==> config.mk <==
export PLATFORM = sky130hd
export DESIGN_NAME = vibt_ctrl
export DESIGN_NICKNAME = d
export VERILOG_FILES = /design/src/rtl/vibt_pkg.sv /design/src/rtl/vibt_ctrl.sv
export SDC_FILE = /design/constraint.sdc
export NUM_CORES = 1
export LEC_CHECK = 0
export BUFFER_PORTS_ARGS = -buffer_cell sky130_fd_sc_hd__buf_4
export CORE_AREA = 2 2 39 41
export DETAILED_ROUTE_END_ITERATION = 10
export DIE_AREA = 0 0 41 43
export MAX_ROUTING_LAYER = met4
export PLACE_DENSITY = 0.47
export SETUP_SLACK_MARGIN = 0.3
export SYNTH_ARGS = -nofsm -noshare
export SYNTH_HDL_FRONTEND = slang
export SYNTH_SLANG_ARGS = --single-unit
export TNS_END_PERCENT = 50
==> constraint.sdc <==
create_clock -name clk_i -period 3.35 [get_ports clk_i]
set_input_delay 0.67 -clock clk_i [delete_from_list [all_inputs] [get_ports clk_i]]
set_output_delay 0.67 -clock clk_i [all_outputs]
set_load 0.02 [all_outputs]
==> src/rtl/vibt_pkg.sv <==
// shared types and constants for the video bus interface and scan timing block
// no dependencies; compiled first
`timescale 1ns / 1ps
`default_nettype none

package vibt_pkg;

  // field widths fixed by the bus format
  localparam int unsigned REQ_W   = 3;
  localparam int unsigned PORT_W  = 3;
  localparam int unsigned ADDR_W  = 16;
  localparam int unsigned DATA_W  = 8;
  localparam int unsigned LINE_W  = 9;
  localparam int unsigned PA_W    = 11;
  localparam int unsigned MODE_W  = 5;
  localparam int unsigned CFG_W   = 11;
  localparam int unsigned CFGIX_W = 2;

  // request codes
  localparam logic [REQ_W-1:0] REQ_TICK    = 3'd0;
  localparam logic [REQ_W-1:0] REQ_PORT_WR = 3'd1;
  localparam logic [REQ_W-1:0] REQ_PAGE_RD = 3'd2;
  localparam logic [REQ_W-1:0] REQ_PAGE_WR = 3'd3;
  localparam logic [REQ_W-1:0] REQ_CHAR_RD = 3'd4;
  localparam logic [REQ_W-1:0] REQ_CHAR_WR = 3'd5;

  // output port numbers that change state seen by the bus side
  localparam logic [PORT_W-1:0] PORT_MODE = 3'd5;
  localparam logic [PORT_W-1:0] PORT_PTR  = 3'd6;

  // mode bit positions
  localparam int unsigned MB_CMEM     = 0;
  localparam int unsigned MB_LINE9    = 1;
  localparam int unsigned MB_LINE16   = 2;
  localparam int unsigned MB_DBLPAGE  = 3;
  localparam int unsigned MB_FRESVERT = 4;

  // configuration register indexes
  localparam logic [CFGIX_W-1:0] CFG_PAGE_MASK  = 2'd0;
  localparam logic [CFGIX_W-1:0] CFG_FIRST_LINE = 2'd1;
  localparam logic [CFGIX_W-1:0] CFG_END_LINE   = 2'd2;
  localparam logic [CFGIX_W-1:0] CFG_IRQ_LINE   = 2'd3;

  // configuration reset values
  localparam logic [PA_W-1:0]   RST_PAGE_MASK  = 11'd2047;
  localparam logic [LINE_W-1:0] RST_FIRST_LINE = 9'd36;
  localparam logic [LINE_W-1:0] RST_END_LINE   = 9'd228;
  localparam logic [LINE_W-1:0] RST_IRQ_LINE   = 9'd32;

  localparam logic [DATA_W-1:0] IDLE_BYTE = 8'hff;

  // controller to datapath commands
  typedef struct packed {
    logic clear;       // one step of the memory clearing sweep
    logic take_in;     // latch the accepted item
    logic exec_page;   // page ram access, tick and port updates
    logic exec_glyph;  // glyph ram access
    logic load_out;    // load the result register
  } cmd_t;

  // datapath to controller status
  typedef struct packed {
    logic clear_last;  // last entry of the clearing sweep
  } sts_t;

endpackage

`default_nettype wire

==> src/rtl/vibt_ctrl.sv <==
// sequencing state machine for the video bus block
// depends on vibt_pkg for the command and status structs
`timescale 1ns / 1ps
`default_nettype none

module vibt_ctrl import vibt_pkg::*; (
  input  wire  clk_i,
  input  wire  rst_ni,
  input  wire  in_valid_i,
  output logic in_ready_o,
  output logic out_valid_o,
  input  wire  out_ready_i,
  input  sts_t sts_i,
  output cmd_t cmd_o
);

  localparam logic [2:0] S_CLEAR = 3'd0;
  localparam logic [2:0] S_IDLE  = 3'd1;
  localparam logic [2:0] S_PAGE  = 3'd2;
  localparam logic [2:0] S_GLYPH = 3'd3;
  localparam logic [2:0] S_FIN   = 3'd4;

  logic [2:0] state_q, state_d;
  logic       out_valid_q, out_valid_d;
  logic       out_free;
  logic       accept;

  assign out_free   = !out_valid_q || out_ready_i;
  assign in_ready_o = (state_q == S_IDLE) || ((state_q == S_FIN) && out_free);
  assign accept     = in_valid_i && in_ready_o;

  always_comb begin
    state_d            = state_q;
    cmd_o              = '0;
    cmd_o.take_in      = accept;
    case (state_q)
      S_CLEAR: begin
        cmd_o.clear = 1'b1;
        if (sts_i.clear_last) begin
          state_d = S_IDLE;
        end
      end
      S_IDLE: begin
        if (accept) begin
          state_d = S_PAGE;
        end
      end
      S_PAGE: begin
        cmd_o.exec_page = 1'b1;
        state_d         = S_GLYPH;
      end
      S_GLYPH: begin
        cmd_o.exec_glyph = 1'b1;
        state_d          = S_FIN;
      end
      S_FIN: begin
        if (out_free) begin
          cmd_o.load_out = 1'b1;
          state_d        = accept ? S_PAGE : S_IDLE;
        end
      end
      default: begin
        state_d = S_IDLE;
      end
    endcase
  end

  always_comb begin
    out_valid_d = out_valid_q;
    if (cmd_o.load_out) begin
      out_valid_d = 1'b1;
    end else if (out_ready_i) begin
      out_valid_d = 1'b0;
    end
  end

  always_ff @(posedge clk_i or negedge rst_ni) begin
    if (!rst_ni) begin
      state_q     <= S_CLEAR;
      out_valid_q <= 1'b0;
    end else begin
      state_q     <= state_d;
      out_valid_q <= out_valid_d;
    end
  end

  assign out_valid_o = out_valid_q;

endmodule

`default_nettype wire

==> results.ini <==
[power]
power_density_mw_per_mm2 = 997.8
vdd_drop_max_mv = 0.1868
p_leak_nw = 0.1849

[place]
dp_cells = 55
dpl.hpwl_um = 429.5
gp_congestion = 0.6728
portBuffers = 11

[critical_path]
slowest_delay_ps = 270
end_kind = output port
critical_path_arrival_ps = 1450
cp.required_ps = 2680
worstPathCellList = buf_4 -> nand2b_1 -> and3_1 -> buf_4
crit_top_cell = buf_4
critical_path_class = primary input to output port
critPathLaunchType = primary input
slowest_stage = nand2b_1
cp_max_fo = 6

[logic_synthesis]
syn_inst = 31
synth-seq-cells = 4
syn_area_um2 = 277.8
ys_warn_count = 0
syn_avg_cell_area_um2 = 8.960
synth_fp_nets = 36
synth.distinct_cells = 15
yosysSeqAreaShare_pct = 36.04

[finish]
antenna_cells = 0
fin_cells = 58
syn_to_final_growth_pct = 36.94
nets = 49
nFillCells = 164
final_layout_size_suffix_gt1_share_pct = 42.86
utilization_pct = 27.49

[clocking]
root_buffer = clkbuf_4
cts_htree_levels = 1
clock-sinks = 4
cts_hold_buf = 0
cts_setup_buffers = 0
cts_buffer_depth = 2
cts_resized = 0
tritoncts = done
insertion_delay_ps = 240
numCtsBuffers = 3
path_clk_slew_ps = 40

[sta]
hold_viol_final = 0
timing.fmax_mhz = 471.7
skew_ps = 5.674
finalSetupTns_ps = 0
tightest_slew_ps = 326.3
finalCritPeriodShare_pct = 63.29
drv_slew = 0
finalSetupViolCount = 0
rsz0062_at_grt = no
layout_min_cycle_time_ps = 2120
max_slew_margin_pct = 78.24
holdWs_ps = 218.3

[die]
placementRows = 14
core-area_mm2 = 0.001384
start_util_pct = 20.07
die_h_um = 43
io_pins = 12
die_area_mm2 = 0.001763
die_w_um = 41

[detailed_routing]
wl_um = 590
drt_iter0_markers = 4
vias_per_cell = 4.207
ant_nets = 0
num_vias = 244
drc = 0
first_pass_iters = 4
wl_per_cell_um = 10.17

[global_routing]
grt_pass1_vias = 238
grt_max_degree = 10
track_usage_pct = 8.471
grt_overflow = 0
grt_pass1_wl_um = 876
antenna_found_initial = 0

[run]
timing.max_cap.violations = 0

[min_path]
hp-class = primary input to async pin

[status]
status = completed

==> layout by cell type, fill, tap and decap left out <==
cell type	count
a21boi_2	1
a31oi_1	2
and2_4	1
and3_1	1
buf_4	11
clkbuf_4	3
dfrtp_1	4
nand2_1	2
nand2b_1	4
nand3b_1	1
nor2_1	5
nor2b_1	3
nor2b_2	1
nor3_1	1
o21bai_4	1
o22ai_1	1
==> power by group <==
group	switching (mW)	leakage, nW	internal, mW
Combinational	0.110	0.120	0.107
Sequential	0.0337	0.0511	0.0692
Clock	0.0197	0.0138	0.0401
==> Yosys cell counts <==
library cell	number	area share (%)
a31oi_1	2	4.5
nor2b_2	1	3.2
and3_1	1	2.3
nor3_1	1	1.8
nand3b_1	1	2.7
a21boi_2	1	4.1
nor2b_1	3	6.8
and2_4	1	3.2
dfrtp_1	4	36
nand2_1	2	2.7
nand2b_1	4	9.0
o21bai_4	1	6.8
o22ai_1	1	2.3
buf_4	3	8.1
nor2_1	5	6.8
==> through the flow <==
step / cell area (um2) / setup slack [ps] / power [mW]
2_1_floorplan: 277.8 / 1408 / 0.2578
3_3_place_gp: 357.8 / 1225 / 0.3250
3_5_place_dp: 357.8 / 1231 / 0.3229
4_1_cts: 380.4 / 1229 / 0.3854
5_1_grt: 380.4 / 1188 / 0.4068
6_report: 380.4 / 1230 / 0.3795
==> state kept, by name, indices dropped and copies added, names as in the netlist <==
signal	cells
out_valid_o	1
state_q	3
==> layout make-up <==
cell class	count	area (um2)	share of cell area, %
Multi-Input combinational cell	24	155.1	40.79
Sequential cell	4	100.1	26.32
Timing Repair Buffer	11	82.58	21.71
Clock buffer	3	22.52	5.921
Tap cell	16	20.02	5.263
==> layer usage <==
| metal | GRT usage (%) | vias up | wire, um |
|---|---|---|---|
| met3 | 3.141 | 2 | 49 |
| met1 | 8.795 | 109 | 252 |
| met2 | 9.688 | 9 | 271 |
| met4 | 12.00 | 0 | 17 |
| li1 | - | 124 | - |
| met5 | - | - | 0 |
==> path summary, 6_finish.rpt <==
kind                            depth (start not counted)                     end              startpoint  slack [ps]
worst max-delay path                                    4                cmd_o[0]             out_ready_i        1230
worst min-delay path                                    1  state_q[0]$_DFFE_PN0P_                  rst_ni         220
worst max register to register                          3  state_q[2]$_DFFE_PN0P_  state_q[1]$_DFFE_PN0P_        2280
worst min register to register                          1  state_q[1]$_DFFE_PN0P_  state_q[0]$_DFFE_PN0P_         610
max in group asynchronous                               1  state_q[2]$_DFFE_PN0P_                  rst_ni        3030
min in group clk_i                                      1  state_q[1]$_DFFE_PN0P_  state_q[0]$_DFFE_PN0P_         610
==> critical path: cells and delay by family <==
family                 cells  cell delay [ps]
and+or+nand+nor            2              520
buffers and inverters      2              250
==> kinds of logic (layout without fill, tap and decap cells) <==
group	Yosys count	count (layout)	synth area share, %
buf+inv	3	14	8.108
flops	4	4	36.04
simple gates	19	19	38.29
compound gates	5	5	17.57
(Power assumes the default switching activity.)
